==> config.mk <==
export PLATFORM = sky130hd
export DESIGN_NAME = ldr_boot_stream_loader_core_flat
export DESIGN_NICKNAME = d
export VERILOG_FILES = /design/src/rtl/ldr_pkg.sv /design/src/rtl/ldr_if.sv /design/src/rtl/ldr_parser.sv /design/src/rtl/ldr_res_fifo.sv /design/src/rtl/ldr_boot_stream_loader_core.sv /design/src/flat_wrapper.sv
export VERILOG_INCLUDE_DIRS = /design/src /design/src/rtl
export SDC_FILE = /design/constraint.sdc
export NUM_CORES = 2
export LEC_CHECK = 0
export BUFFER_PORTS_ARGS = -buffer_cell sky130_fd_sc_hd__buf_2
export CORE_MARGIN = 10
export CORE_UTILIZATION = 50
export DETAILED_ROUTE_END_ITERATION = 16
export PLACE_DENSITY = 0.69
export SLEW_MARGIN = 10
export SYNTH_ARGS = -nofsm -noshare
export SYNTH_HDL_FRONTEND = slang
export SYNTH_HIERARCHICAL = 1
export SYNTH_SLANG_ARGS = --single-unit
==> constraint.sdc <==
create_clock -name clk -period 14.5 [get_ports clk]
set_input_delay 2.175 -clock clk [delete_from_list [all_inputs] [get_ports clk]]
set_output_delay 2.175 -clock clk [all_outputs]
set_load 0.005 [all_outputs]
==> src/rtl/ldr_boot_stream_loader_core_macros.svh <==
// Assertion macros shared by the boot stream loader RTL.
// Depends on a clock named clk and an active-low reset named rst_n in the including scope.
`ifndef LDR_BOOT_STREAM_LOADER_CORE_MACROS_SVH
`define LDR_BOOT_STREAM_LOADER_CORE_MACROS_SVH

// Same-cycle implication, checked at every rising edge outside reset.
`define LDR_ASSERT_IMPLIES(label, ante, cons, msg) \
    label: assert property (@(posedge clk) disable iff (!rst_n) (ante) |-> (cons)) \
        else $error(msg);

// Next-cycle implication, checked at every rising edge outside reset.
`define LDR_ASSERT_NEXT(label, ante, cons, msg) \
    label: assert property (@(posedge clk) disable iff (!rst_n) (ante) |=> (cons)) \
        else $error(msg);

`endif

==> src/rtl/ldr_pkg.sv <==
// Types and constants of the boot stream loader.
// No dependencies; used by the interfaces and every RTL module.
package ldr_pkg;

    localparam int HDR_BYTES = 16;

    // Header signature bytes accepted in bits 31..24 of the code word.
    localparam logic [7:0] SIG_AD = 8'hAD;
    localparam logic [7:0] SIG_AC = 8'hAC;
    localparam logic [7:0] SIG_AB = 8'hAB;

    // Flag bit positions in the code word.
    localparam int FLAG_FILL   = 8;
    localparam int FLAG_IGNORE = 12;
    localparam int FLAG_FIRST  = 14;
    localparam int FLAG_FINAL  = 15;

    localparam int CFG_IDX_W = 3;

    typedef enum logic [CFG_IDX_W-1:0] {
        CFG_L1_BASE   = 3'd0,
        CFG_L1_SIZE   = 3'd1,
        CFG_L2_BASE   = 3'd2,
        CFG_L2_SIZE   = 3'd3,
        CFG_IMAGE_LEN = 3'd4
    } cfg_idx_t;

    typedef enum logic [1:0] {
        PH_IDLE    = 2'd0,
        PH_HEADER  = 2'd1,
        PH_PAYLOAD = 2'd2
    } phase_t;

    localparam logic [1:0] KIND_WRITE  = 2'd0;
    localparam logic [1:0] KIND_FILL   = 2'd1;
    localparam logic [1:0] KIND_STATUS = 2'd2;

    localparam logic [1:0] ST_DONE      = 2'd0;
    localparam logic [1:0] ST_BAD_SIG   = 2'd1;
    localparam logic [1:0] ST_NO_WINDOW = 2'd2;
    localparam logic [1:0] ST_SHORT     = 2'd3;

    localparam logic WIN_L1 = 1'b0;
    localparam logic WIN_L2 = 1'b1;

    typedef struct packed {
        logic [31:0] l1_window_base;
        logic [31:0] l1_window_size;
        logic [31:0] l2_window_base;
        logic [31:0] l2_window_size;
        logic [31:0] image_length;
    } cfg_regs_t;

    typedef struct packed {
        logic [1:0]  kind;
        logic        window;
        logic [31:0] write_offset;
        logic [7:0]  write_byte;
        logic [31:0] fill_count;
        logic [1:0]  status;
        logic [31:0] entry_address;
        logic        last;
    } result_t;

    // Result push strobes from the parser to the result queue.
    typedef struct packed {
        logic v0;
        logic v1;
    } push_t;

endpackage

==> src/rtl/ldr_if.sv <==
// Valid/ready channel interfaces of the boot stream loader: input, result and configuration.
// Depends on ldr_pkg for the configuration index width.
interface ldr_in_if;
    logic       valid;
    logic       ready;
    logic       operation;
    logic [7:0] stream_byte;

    modport source (output valid, output operation, output stream_byte, input ready);
    modport sink (input valid, input operation, input stream_byte, output ready);
endinterface

interface ldr_out_if;
    logic        valid;
    logic        ready;
    logic [1:0]  kind;
    logic        window;
    logic [31:0] write_offset;
    logic [7:0]  write_byte;
    logic [31:0] fill_count;
    logic [1:0]  status;
    logic [31:0] entry_address;
    logic        last;

    modport source (output valid, output kind, output window, output write_offset,
                    output write_byte, output fill_count, output status,
                    output entry_address, output last, input ready);
    modport sink (input valid, input kind, input window, input write_offset,
                  input write_byte, input fill_count, input status,
                  input entry_address, input last, output ready);
endinterface

interface ldr_cfg_if;
    logic                           valid;
    logic                           ready;
    logic [ldr_pkg::CFG_IDX_W-1:0]  index;
    logic [31:0]                    data;

    modport source (output valid, output index, output data, input ready);
    modport sink (input valid, input index, input data, output ready);
endinterface

==> src/rtl/ldr_parser.sv <==
// Input register and per-byte header/payload parser of the boot stream loader.
// Depends on ldr_pkg, ldr_if and the assertion macro header.
`include "ldr_boot_stream_loader_core_macros.svh"

module ldr_parser (
    input  logic                clk,
    input  logic                rst_n,
    ldr_in_if.sink              item_in,
    input  ldr_pkg::cfg_regs_t  cfg_regs,
    input  logic                fifo_room,
    output ldr_pkg::push_t      push,
    output ldr_pkg::result_t    res0,
    output ldr_pkg::result_t    res1
);

    logic       stage_valid_reg;
    logic       stage_op_reg;
    logic [7:0] stage_byte_reg;
    logic       take;

    ldr_pkg::phase_t phase_reg, phase_next;
    logic [31:0] hdr_word_reg [4];
    logic [3:0]  hidx_reg, hidx_next;
    logic [31:0] prem_reg, prem_next;
    logic [31:0] poff_reg, poff_next;
    logic        pwin_reg, pwin_next;
    logic        pdisc_reg, pdisc_next;
    logic        final_reg, final_next;
    logic [31:0] spos_reg, spos_next;
    logic [31:0] entry_reg, entry_next;

    assign take = stage_valid_reg && fifo_room;
    assign item_in.ready = !stage_valid_reg || take;

    always_ff @(posedge clk or negedge rst_n)
    begin
        if (!rst_n)
        begin
            stage_valid_reg <= 1'b0;
        end
        else if (item_in.valid && item_in.ready)
        begin
            stage_valid_reg <= 1'b1;
        end
        else if (take)
        begin
            stage_valid_reg <= 1'b0;
        end
    end

    always_ff @(posedge clk)
    begin
        if (item_in.valid && item_in.ready)
        begin
            stage_op_reg   <= item_in.operation;
            stage_byte_reg <= item_in.stream_byte;
        end
    end

    // Header bytes land little-endian in their word as they arrive.
    always_ff @(posedge clk)
    begin
        if (take && !stage_op_reg && phase_reg == ldr_pkg::PH_HEADER)
        begin
            hdr_word_reg[hidx_reg[3:2]][{hidx_reg[1:0], 3'b000} +: 8] <= stage_byte_reg;
        end
    end

    always_ff @(posedge clk or negedge rst_n)
    begin
        if (!rst_n)
        begin
            phase_reg <= ldr_pkg::PH_IDLE;
            hidx_reg  <= '0;
            prem_reg  <= '0;
            poff_reg  <= '0;
            pwin_reg  <= 1'b0;
            pdisc_reg <= 1'b0;
            final_reg <= 1'b0;
            spos_reg  <= '0;
            entry_reg <= '0;
        end
        else
        begin
            phase_reg <= phase_next;
            hidx_reg  <= hidx_next;
            prem_reg  <= prem_next;
            poff_reg  <= poff_next;
            pwin_reg  <= pwin_next;
            pdisc_reg <= pdisc_next;
            final_reg <= final_next;
            spos_reg  <= spos_next;
            entry_reg <= entry_next;
        end
    end

    always_comb
    begin
        logic [31:0] code;
        logic [31:0] addr;
        logic [31:0] count;
        logic [7:0]  sig;
        logic [31:0] spos_inc;
        logic [31:0] l1_rel;
        logic [31:0] l2_rel;
        logic        l1_hit;
        logic        l2_hit;
        logic        fill;
        logic        skip;
        logic        win;
        logic [31:0] off;
        logic        end_req;
        logic        st_req;
        logic [1:0]  st_code;
        ldr_pkg::result_t st_res;

        code     = hdr_word_reg[0];
        addr     = hdr_word_reg[1];
        count    = hdr_word_reg[2];
        sig      = code[31:24];
        spos_inc = spos_reg + 32'd1;
        l1_rel   = addr - cfg_regs.l1_window_base;
        l2_rel   = addr - cfg_regs.l2_window_base;
        l1_hit   = (addr >= cfg_regs.l1_window_base) && (l1_rel < cfg_regs.l1_window_size);
        l2_hit   = (addr >= cfg_regs.l2_window_base) && (l2_rel < cfg_regs.l2_window_size);
        fill     = code[ldr_pkg::FLAG_FILL];
        skip     = code[ldr_pkg::FLAG_IGNORE] || (count == 32'd0);
        win      = l1_hit ? ldr_pkg::WIN_L1 : ldr_pkg::WIN_L2;
        off      = l1_hit ? l1_rel : l2_rel;
        end_req  = 1'b0;
        st_req   = 1'b0;
        st_code  = ldr_pkg::ST_DONE;
        st_res   = '0;

        phase_next = phase_reg;
        hidx_next  = hidx_reg;
        prem_next  = prem_reg;
        poff_next  = poff_reg;
        pwin_next  = pwin_reg;
        pdisc_next = pdisc_reg;
        final_next = final_reg;
        spos_next  = spos_reg;
        entry_next = entry_reg;
        push       = '0;
        res0       = '0;
        res1       = '0;

        if (take)
        begin
            if (stage_op_reg)
            begin
                phase_next = ldr_pkg::PH_HEADER;
                hidx_next  = '0;
                prem_next  = '0;
                poff_next  = '0;
                pwin_next  = 1'b0;
                pdisc_next = 1'b0;
                final_next = 1'b0;
                spos_next  = '0;
                if (cfg_regs.image_length < 32'(ldr_pkg::HDR_BYTES))
                begin
                    st_req  = 1'b1;
                    st_code = ldr_pkg::ST_SHORT;
                end
            end
            else
            begin
                case (phase_reg)
                    ldr_pkg::PH_HEADER:
                    begin
                        spos_next = spos_inc;
                        hidx_next = hidx_reg + 4'd1;
                        if (hidx_reg == 4'(ldr_pkg::HDR_BYTES - 1))
                        begin
                            if (sig != ldr_pkg::SIG_AD && sig != ldr_pkg::SIG_AC &&
                                sig != ldr_pkg::SIG_AB)
                            begin
                                st_req  = 1'b1;
                                st_code = ldr_pkg::ST_BAD_SIG;
                            end
                            else
                            begin
                                final_next = final_reg | code[ldr_pkg::FLAG_FINAL];
                                if (code[ldr_pkg::FLAG_FIRST])
                                begin
                                    entry_next = addr;
                                end
                                if (skip)
                                begin
                                    if (!fill && count != 32'd0 && !final_next)
                                    begin
                                        phase_next = ldr_pkg::PH_PAYLOAD;
                                        prem_next  = count;
                                        pdisc_next = 1'b1;
                                        poff_next  = '0;
                                        pwin_next  = 1'b0;
                                    end
                                    else
                                    begin
                                        end_req = 1'b1;
                                    end
                                end
                                else if (!l1_hit && !l2_hit)
                                begin
                                    st_req  = 1'b1;
                                    st_code = ldr_pkg::ST_NO_WINDOW;
                                end
                                else if (fill)
                                begin
                                    push.v0            = 1'b1;
                                    res0.kind          = ldr_pkg::KIND_FILL;
                                    res0.window        = win;
                                    res0.write_offset  = off;
                                    res0.write_byte    = hdr_word_reg[3][7:0];
                                    res0.fill_count    = count;
                                    end_req            = 1'b1;
                                end
                                else if ({1'b0, spos_inc} + {1'b0, count} >
                                         {1'b0, cfg_regs.image_length})
                                begin
                                    st_req  = 1'b1;
                                    st_code = ldr_pkg::ST_SHORT;
                                end
                                else
                                begin
                                    phase_next = ldr_pkg::PH_PAYLOAD;
                                    prem_next  = count;
                                    pdisc_next = 1'b0;
                                    poff_next  = off;
                                    pwin_next  = win;
                                end
                            end
                        end
                    end
                    ldr_pkg::PH_PAYLOAD:
                    begin
                        spos_next = spos_inc;
                        prem_next = prem_reg - 32'd1;
                        if (!pdisc_reg)
                        begin
                            push.v0           = 1'b1;
                            res0.kind         = ldr_pkg::KIND_WRITE;
                            res0.window       = pwin_reg;
                            res0.write_offset = poff_reg;
                            res0.write_byte   = stage_byte_reg;
                            poff_next         = poff_reg + 32'd1;
                        end
                        if (prem_next == 32'd0)
                        begin
                            end_req = 1'b1;
                        end
                        else if (spos_inc >= cfg_regs.image_length)
                        begin
                            st_req  = 1'b1;
                            st_code = ldr_pkg::ST_SHORT;
                        end
                    end
                    default:
                    begin
                        phase_next = ldr_pkg::PH_IDLE;
                    end
                endcase
            end
        end

        // Block boundary: finish the load, flag a short image, or await the next header.
        if (end_req)
        begin
            if (final_next)
            begin
                st_req  = 1'b1;
                st_code = ldr_pkg::ST_DONE;
            end
            else if ({1'b0, spos_inc} + 33'(ldr_pkg::HDR_BYTES) >
                     {1'b0, cfg_regs.image_length})
            begin
                st_req  = 1'b1;
                st_code = ldr_pkg::ST_SHORT;
            end
            else
            begin
                phase_next = ldr_pkg::PH_HEADER;
                hidx_next  = '0;
            end
        end

        // Any status ends the load; it follows any write or fill of the same byte.
        if (st_req)
        begin
            phase_next           = ldr_pkg::PH_IDLE;
            st_res.kind          = ldr_pkg::KIND_STATUS;
            st_res.status        = st_code;
            st_res.entry_address = entry_next;
            if (push.v0)
            begin
                push.v1 = 1'b1;
                res1    = st_res;
            end
            else
            begin
                push.v0 = 1'b1;
                res0    = st_res;
            end
        end

        if (push.v1)
        begin
            res1.last = 1'b1;
        end
        else if (push.v0)
        begin
            res0.last = 1'b1;
        end
    end

    `LDR_ASSERT_IMPLIES(a_second_needs_first, push.v1, push.v0,
        "second result pushed without a first")
    `LDR_ASSERT_IMPLIES(a_last_on_final, push.v0, res0.last != push.v1,
        "last flag not on the final result of the byte")
    `LDR_ASSERT_NEXT(a_status_goes_idle, push.v1 || (push.v0 && res0.kind == ldr_pkg::KIND_STATUS),
        (res1.kind != ldr_pkg::KIND_STATUS && $past(push.v1)) || phase_reg == ldr_pkg::PH_IDLE,
        "parser not idle after a status result")
    `LDR_ASSERT_NEXT(a_stage_holds, stage_valid_reg && !fifo_room, stage_valid_reg,
        "input word dropped while the result queue was full")

endmodule

==> src/rtl/ldr_res_fifo.sv <==
// Four-entry result queue: up to two in a cycle, one out a cycle while ready.
// Depends on ldr_pkg, ldr_if and the assertion macro header.
`include "ldr_boot_stream_loader_core_macros.svh"

module ldr_res_fifo (
    input  logic              clk,
    input  logic              rst_n,
    input  ldr_pkg::push_t    push,
    input  ldr_pkg::result_t  res0,
    input  ldr_pkg::result_t  res1,
    output logic              fifo_room,
    ldr_out_if.source         result_out
);

    localparam int DEPTH = 4;

    ldr_pkg::result_t mem_reg [DEPTH];
    logic [1:0] wr_ptr_reg, wr_ptr_next;
    logic [1:0] rd_ptr_reg, rd_ptr_next;
    logic [2:0] count_reg, count_next;
    logic       pop;
    logic [1:0] n_push;
    ldr_pkg::result_t head;

    // Room for two results means any byte can be taken this cycle.
    assign fifo_room = count_reg <= 3'(DEPTH - 2);
    assign pop       = result_out.valid && result_out.ready;
    assign n_push    = {1'b0, push.v0} + {1'b0, push.v1};

    always_comb
    begin
        wr_ptr_next = wr_ptr_reg + n_push;
        rd_ptr_next = rd_ptr_reg + {1'b0, pop};
        count_next  = count_reg + {1'b0, n_push} - {2'b00, pop};
    end

    always_ff @(posedge clk or negedge rst_n)
    begin
        if (!rst_n)
        begin
            wr_ptr_reg <= '0;
            rd_ptr_reg <= '0;
            count_reg  <= '0;
        end
        else
        begin
            wr_ptr_reg <= wr_ptr_next;
            rd_ptr_reg <= rd_ptr_next;
            count_reg  <= count_next;
        end
    end

    always_ff @(posedge clk)
    begin
        if (push.v0)
        begin
            mem_reg[wr_ptr_reg] <= res0;
        end
        if (push.v1)
        begin
            mem_reg[wr_ptr_reg + 2'd1] <= res1;
        end
    end

    assign head                     = mem_reg[rd_ptr_reg];
    assign result_out.valid         = count_reg != 3'd0;
    assign result_out.kind          = head.kind;
    assign result_out.window        = head.window;
    assign result_out.write_offset  = head.write_offset;
    assign result_out.write_byte    = head.write_byte;
    assign result_out.fill_count    = head.fill_count;
    assign result_out.status        = head.status;
    assign result_out.entry_address = head.entry_address;
    assign result_out.last          = head.last;

    `LDR_ASSERT_IMPLIES(a_count_max, 1'b1, count_reg <= 3'(DEPTH),
        "result queue count beyond its depth")
    `LDR_ASSERT_IMPLIES(a_push_room, push.v0, count_reg <= 3'(DEPTH - 2),
        "results pushed without room for two")
    `LDR_ASSERT_NEXT(a_pop_drains, pop && !push.v0, count_reg == $past(count_reg) - 3'd1,
        "pop did not reduce the queue count")

endmodule

==> src/rtl/ldr_boot_stream_loader_core.sv <==
// Top level of the boot stream loader: configuration registers, parser and result queue.
// Depends on ldr_pkg, ldr_if, ldr_parser and ldr_res_fifo.
//
// Channel     Role   Word
// item_in     sink   operation (begin or stream byte) and stream_byte
// result_out  source byte write, fill run or status, with last on the final result
// cfg         sink   register index and 32-bit write data; always ready
//
// Each input word is registered, then parsed against the parser state and
// pushed as one or two results into a four-entry result queue.
// A new word is taken every cycle while the queue holds at most two results;
// a byte that yields a write plus a status puts two results into the queue.
// Reset clears the parser to idle, zeroes the window and length registers
// and empties the queue. A stall on result_out fills the queue and then
// holds the input register, which drops item_in.ready.
module ldr_boot_stream_loader_core (
    input  logic       clk,
    input  logic       rst_n,
    ldr_in_if.sink     item_in,
    ldr_out_if.source  result_out,
    ldr_cfg_if.sink    cfg
);

    ldr_pkg::cfg_regs_t cfg_reg;
    ldr_pkg::push_t     push;
    ldr_pkg::result_t   res0;
    ldr_pkg::result_t   res1;
    logic               fifo_room;

    // Configuration writes are taken in any cycle; unknown indexes are dropped.
    assign cfg.ready = 1'b1;

    always_ff @(posedge clk or negedge rst_n)
    begin
        if (!rst_n)
        begin
            cfg_reg <= '0;
        end
        else if (cfg.valid && cfg.ready)
        begin
            case (cfg.index)
                ldr_pkg::CFG_L1_BASE:   cfg_reg.l1_window_base <= cfg.data;
                ldr_pkg::CFG_L1_SIZE:   cfg_reg.l1_window_size <= cfg.data;
                ldr_pkg::CFG_L2_BASE:   cfg_reg.l2_window_base <= cfg.data;
                ldr_pkg::CFG_L2_SIZE:   cfg_reg.l2_window_size <= cfg.data;
                ldr_pkg::CFG_IMAGE_LEN: cfg_reg.image_length   <= cfg.data;
                default:                cfg_reg <= cfg_reg;
            endcase
        end
    end

    // Header assembly, block decode, window mapping and payload counting.
    ldr_parser u_parser (
        .clk       (clk),
        .rst_n     (rst_n),
        .item_in   (item_in),
        .cfg_regs  (cfg_reg),
        .fifo_room (fifo_room),
        .push      (push),
        .res0      (res0),
        .res1      (res1)
    );

    // Decouples the two-results-per-byte burst from the output, one per cycle while ready.
    ldr_res_fifo u_res_fifo (
        .clk        (clk),
        .rst_n      (rst_n),
        .push       (push),
        .res0       (res0),
        .res1       (res1),
        .fifo_room  (fifo_room),
        .result_out (result_out)
    );

endmodule
==> src/flat_wrapper.sv <==
// flat-port wrapper written by rule: the top's interface ports become plain ports
module ldr_boot_stream_loader_core_flat 
  (clk, rst_n, item_in_valid, item_in_operation, item_in_stream_byte, item_in_ready, result_out_valid, result_out_kind, result_out_window, result_out_write_offset, result_out_write_byte, result_out_fill_count, result_out_status, result_out_entry_address, result_out_last, result_out_ready, cfg_valid, cfg_index, cfg_data, cfg_ready);
  ldr_in_if item_in_i ();
  ldr_out_if result_out_i ();
  ldr_cfg_if cfg_i ();
  input  logic clk;
  input  logic rst_n;
  input wire logic [$bits(item_in_i.valid)-1:0] item_in_valid;
  input wire logic [$bits(item_in_i.operation)-1:0] item_in_operation;
  input wire logic [$bits(item_in_i.stream_byte)-1:0] item_in_stream_byte;
  output wire logic [$bits(item_in_i.ready)-1:0] item_in_ready;
  output wire logic [$bits(result_out_i.valid)-1:0] result_out_valid;
  output wire logic [$bits(result_out_i.kind)-1:0] result_out_kind;
  output wire logic [$bits(result_out_i.window)-1:0] result_out_window;
  output wire logic [$bits(result_out_i.write_offset)-1:0] result_out_write_offset;
  output wire logic [$bits(result_out_i.write_byte)-1:0] result_out_write_byte;
  output wire logic [$bits(result_out_i.fill_count)-1:0] result_out_fill_count;
  output wire logic [$bits(result_out_i.status)-1:0] result_out_status;
  output wire logic [$bits(result_out_i.entry_address)-1:0] result_out_entry_address;
  output wire logic [$bits(result_out_i.last)-1:0] result_out_last;
  input wire logic [$bits(result_out_i.ready)-1:0] result_out_ready;
  input wire logic [$bits(cfg_i.valid)-1:0] cfg_valid;
  input wire logic [$bits(cfg_i.index)-1:0] cfg_index;
  input wire logic [$bits(cfg_i.data)-1:0] cfg_data;
  output wire logic [$bits(cfg_i.ready)-1:0] cfg_ready;
  assign item_in_i.valid = item_in_valid;
  assign item_in_i.operation = item_in_operation;
  assign item_in_i.stream_byte = item_in_stream_byte;
  assign item_in_ready = item_in_i.ready;
  assign result_out_valid = result_out_i.valid;
  assign result_out_kind = result_out_i.kind;
  assign result_out_window = result_out_i.window;
  assign result_out_write_offset = result_out_i.write_offset;
  assign result_out_write_byte = result_out_i.write_byte;
  assign result_out_fill_count = result_out_i.fill_count;
  assign result_out_status = result_out_i.status;
  assign result_out_entry_address = result_out_i.entry_address;
  assign result_out_last = result_out_i.last;
  assign result_out_i.ready = result_out_ready;
  assign cfg_i.valid = cfg_valid;
  assign cfg_i.index = cfg_index;
  assign cfg_i.data = cfg_data;
  assign cfg_ready = cfg_i.ready;
  ldr_boot_stream_loader_core u_core (.clk(clk), .rst_n(rst_n), .item_in(item_in_i), .result_out(result_out_i), .cfg(cfg_i));
endmodule
==> flow_metrics.env <==
export IMPL_synth_top_area_share_pct=31.3
export IMPL_h_tree_depth=3
export IMPL_num_fill_cells=8463
export IMPL_initial_core_util_pct=50.3
export IMPL_max_stage_delay_ns=0.82
export IMPL_io_pins=162
export IMPL_areaGrowthSynthToFinish_pct=9.59
export IMPL_dieArea_um2=116000
export IMPL_antenna_found_initial=13
export IMPL_ys_flop_type="edfxtp_1"
export IMPL_met3_length_um=11700
export IMPL_p_seq_share_pct=37.0
export IMPL_synthArstFlopShare_pct=36.4
export IMPL_pwr_share_clk_pct=30.8
export IMPL_wl_met1_um=64100
export IMPL_fin_setup_tns_ns=0
export IMPL_clockRootBuffer="clkbuf_16"
export IMPL_grt_ovfl_total=0
export IMPL_worst_slew_pin_slew_ns=1.28
export IMPL_fin_crit_ns=10.84
export IMPL_ctsResizeCount=0
export IMPL_die_width_um=340
export IMPL_place_congestion=0.975
export IMPL_p_sw_w=0.00292
export IMPL_wl_um=150000
export IMPL_fin_area_um2=56100
export IMPL_synth_top_cells_by_count="mux2_2, edfxtp_1, dfrtp_1, ha_1, inv_1"
export IMPL_fmax_mhz=92.3
export IMPL_syn_area_per_cell_um2=11.8
export IMPL_remaining_drc_errors=0
export IMPL_io_buffers=160
export IMPL_drt_pass1_iterations=6
export IMPL_switching_share_pct=35.0
export IMPL_seq_area_frac_synth_pct=46.2
export IMPL_largest_register_ff_count=440
export IMPL_netlist_cell_type_count=94
export IMPL_p_per_area_nw_per_um2=148
export IMPL_synth_top_area_cell="edfxtp_1"
export IMPL_wl_met2_um=69000
export IMPL_placed_area_um2=52800
export IMPL_fin_skew_ns=0.0352
export IMPL_drt_iter0_drc=3769
export IMPL_rows=117
export IMPL_final_seq_area_um2=23600
export IMPL_hp_class="reg2reg"
export IMPL_design_core_area_um2=102000
export IMPL_wire_per_inst_um=25.5
export IMPL_dieHeight_um=340
export IMPL_cts_tree="yes"
export IMPL_fin_crit_sh_pct=74.7
export IMPL_required_ns=14.78
export IMPL_topRoutingLayerUsed="met5"
export IMPL_cp_arrival_ns=11.11
export IMPL_clock_latency_ns=0.68
export IMPL_run_status="complete, no violations"
export IMPL_synth_yosys_warnings=6
export IMPL_totalPowerFinal_w=0.00833
export IMPL_hold_viol_final=0
export IMPL_synth_most_common_cell="mux2_2"
export IMPL_maxSlewViolCount=0
export IMPL_netlist_area_um2=51200
export IMPL_grt_pass1_vias=35409
export IMPL_cts_buffer_depth=3
export IMPL_drive_gt1_share_pct=24.5
export IMPL_ctsHoldBuffers=0
export IMPL_post_cts_buffers=0
export IMPL_fin_nets=4770
export IMPL_clk_pin_slew_ns=0.06
export IMPL_grt_usage_pct=25.4
export IMPL_dp_hpwl_um=106000
export IMPL_ir_worst_vdd_v=0.000198
export IMPL_ys_ff_latch=838
export IMPL_comb_power_share_pct=32.1
export IMPL_grt_pass1_wl_um=227000
export IMPL_crit_type="reg2reg"
export IMPL_cts_sinks=838
export IMPL_power_leakage_nw=23.2
export IMPL_grt_setup_unrepaired="no"
export IMPL_internal_power_w=0.00541
export IMPL_setup_violations=0
export IMPL_max_cap_viol_count=0
export IMPL_grt_max_degree=155
export IMPL_cp_start_kind="register"
export IMPL_crit_slowest_cell="nand3_4"
export IMPL_multi_input_area_um2=25200
export IMPL_worst_path_max_fanout=57
export IMPL_viasPerCell=6.16
export IMPL_numCtsBuffers=93
export IMPL_synth_cells=4348
export IMPL_synth_area_leaders="edfxtp_1, dfrtp_1, mux2_2"
export IMPL_vias=36284
export IMPL_synth_edf_count=533
export IMPL_ant_nets=0
export IMPL_end_kind="register"
export IMPL_relSlewSlack_pct=13.6
[per-stage QoR]
step	util, %	hold WS (ns)	setup slack (ns)	cells
detailed placement	51.9	0.475	3.91	5712
CTS	55.2	0.488	3.85	5885
finish	55.2	0.485	3.66	5889
global route	55.2	0.515	3.03	5885
floorplan	-	0.458	-0.155	4421
global placement	51.9	0.470	4.17	5712
[final timing paths]
check | cells past startpoint | from | end | slack [ns]
max in group asynchronous | 2 | rst_n | u_core/u_parser/entry_reg[30]$_DFF_PN0_ | 11.57
min | 1 | u_core/cfg_reg[19]$_DFFE_PN0P_ | u_core/cfg_reg[19]$_DFFE_PN0P_ | 0.48
max | 31 | u_core/u_parser/spos_reg[2]$_DFFE_PN0P_ | u_core/u_res_fifo/mem_reg[0][44]$_DFFE_PP_ | 3.66
max reg2reg | 31 | u_core/u_parser/spos_reg[2]$_DFFE_PN0P_ | u_core/u_res_fifo/mem_reg[0][44]$_DFFE_PP_ | 3.66
min reg2reg | 1 | u_core/cfg_reg[19]$_DFFE_PN0P_ | u_core/cfg_reg[19]$_DFFE_PN0P_ | 0.48
min in group asynchronous | 1 | rst_n | u_core/cfg_reg[11]$_DFFE_PN0P_ | 1.50
[placed cells by master (no fill, tap or decap), drive strengths merged, types with 15 or more instances in the layout]
| master | Yosys | layout |
|---|---|---|
| and4 | 15 | 15 |
| clkinv | 2 | 37 |
| and2 | 55 | 55 |
| o21ai | 226 | 226 |
| nor2 | 219 | 219 |
| dfrtp | 305 | 305 |
| o31ai | 27 | 27 |
| inv | 271 | 273 |
| xnor2 | 98 | 98 |
| nand2 | 231 | 231 |
| clkbuf | 93 | 111 |
| nor3 | 96 | 96 |
| conb | 2 | 75 |
| edfxtp | 533 | 533 |
| mux2 | 605 | 605 |
| buf | 190 | 206 |
| mux2i | 65 | 65 |
| ha | 278 | 278 |
| a211oi | 26 | 26 |
| mux4 | 110 | 110 |
| nor2b | 23 | 23 |
| o211ai | 23 | 23 |
| nand4 | 65 | 65 |
| and3 | 71 | 71 |
| a31oi | 23 | 23 |
| xor2 | 64 | 64 |
| nor4 | 45 | 45 |
| a21oi | 185 | 185 |
| bufinv | 0 | 17 |
| a22o | 28 | 28 |
| a21o | 66 | 66 |
| nand2b | 19 | 19 |
| nand3 | 71 | 71 |
| o21a | 22 | 22 |
[power groups by stage]
| stage | clock network [W] | logic (W) | registers, W |
|---|---|---|---|
| finish | 0.00257 | 0.00268 | 0.00308 |
| global route | 0.00270 | 0.00291 | 0.00312 |
| CTS | 0.00261 | 0.00266 | 0.00308 |
| detailed placement | 0 | 0.00264 | 0.00313 |
| global placement | 0 | 0.00262 | 0.00312 |
| floorplan | 0 | 0.00183 | 0.00298 |
[worst max-delay path, delay by kind of cell, from the launching register on]
kind | cells | cell delay, ns
DFF | 1 | 0.47
and+or+nand+nor | 8 | 2.52
adders and majority gates | 3 | 1.15
buffers and inverters | 4 | 1.49
xor gates and xnor gates | 2 | 0.50
AOI/OAI and AO/OA | 14 | 4.17
[per-layer routing]
layer	track usage (%)	up-vias
met1	35.0	18158
met4	8.26	2
met3	4.50	290
met5	0	-
li1	-	16345
met2	40.3	1489
[cells by family after synthesis]
family / Yosys count / share of synthesized area, %
adder cells (fa/ha/maj): 282 / 6.95
other: 2 / 0.0147
XOR/XNOR: 162 / 2.77
multiplexers: 780 / 19.4
flip-flops: 838 / 46.2
buffers and inverters: 556 / 5.49
AND/OR/NAND/NOR: 976 / 9.77
AO/OA/AOI/OAI: 752 / 9.44
[final cells by class]
type / instances / share of cell area, %
multi-input cells: 3027 / 44.9
flip-flops and latches: 838 / 42.1
clock buffers: 111 / 4.43
well taps: 1368 / 3.05
repair buffers: 206 / 2.10
inverters: 273 / 1.83
clock inverters: 62 / 1.50
diodes: 4 / 0.0178
No activity file was read; power rests on OpenSTA's default activity.
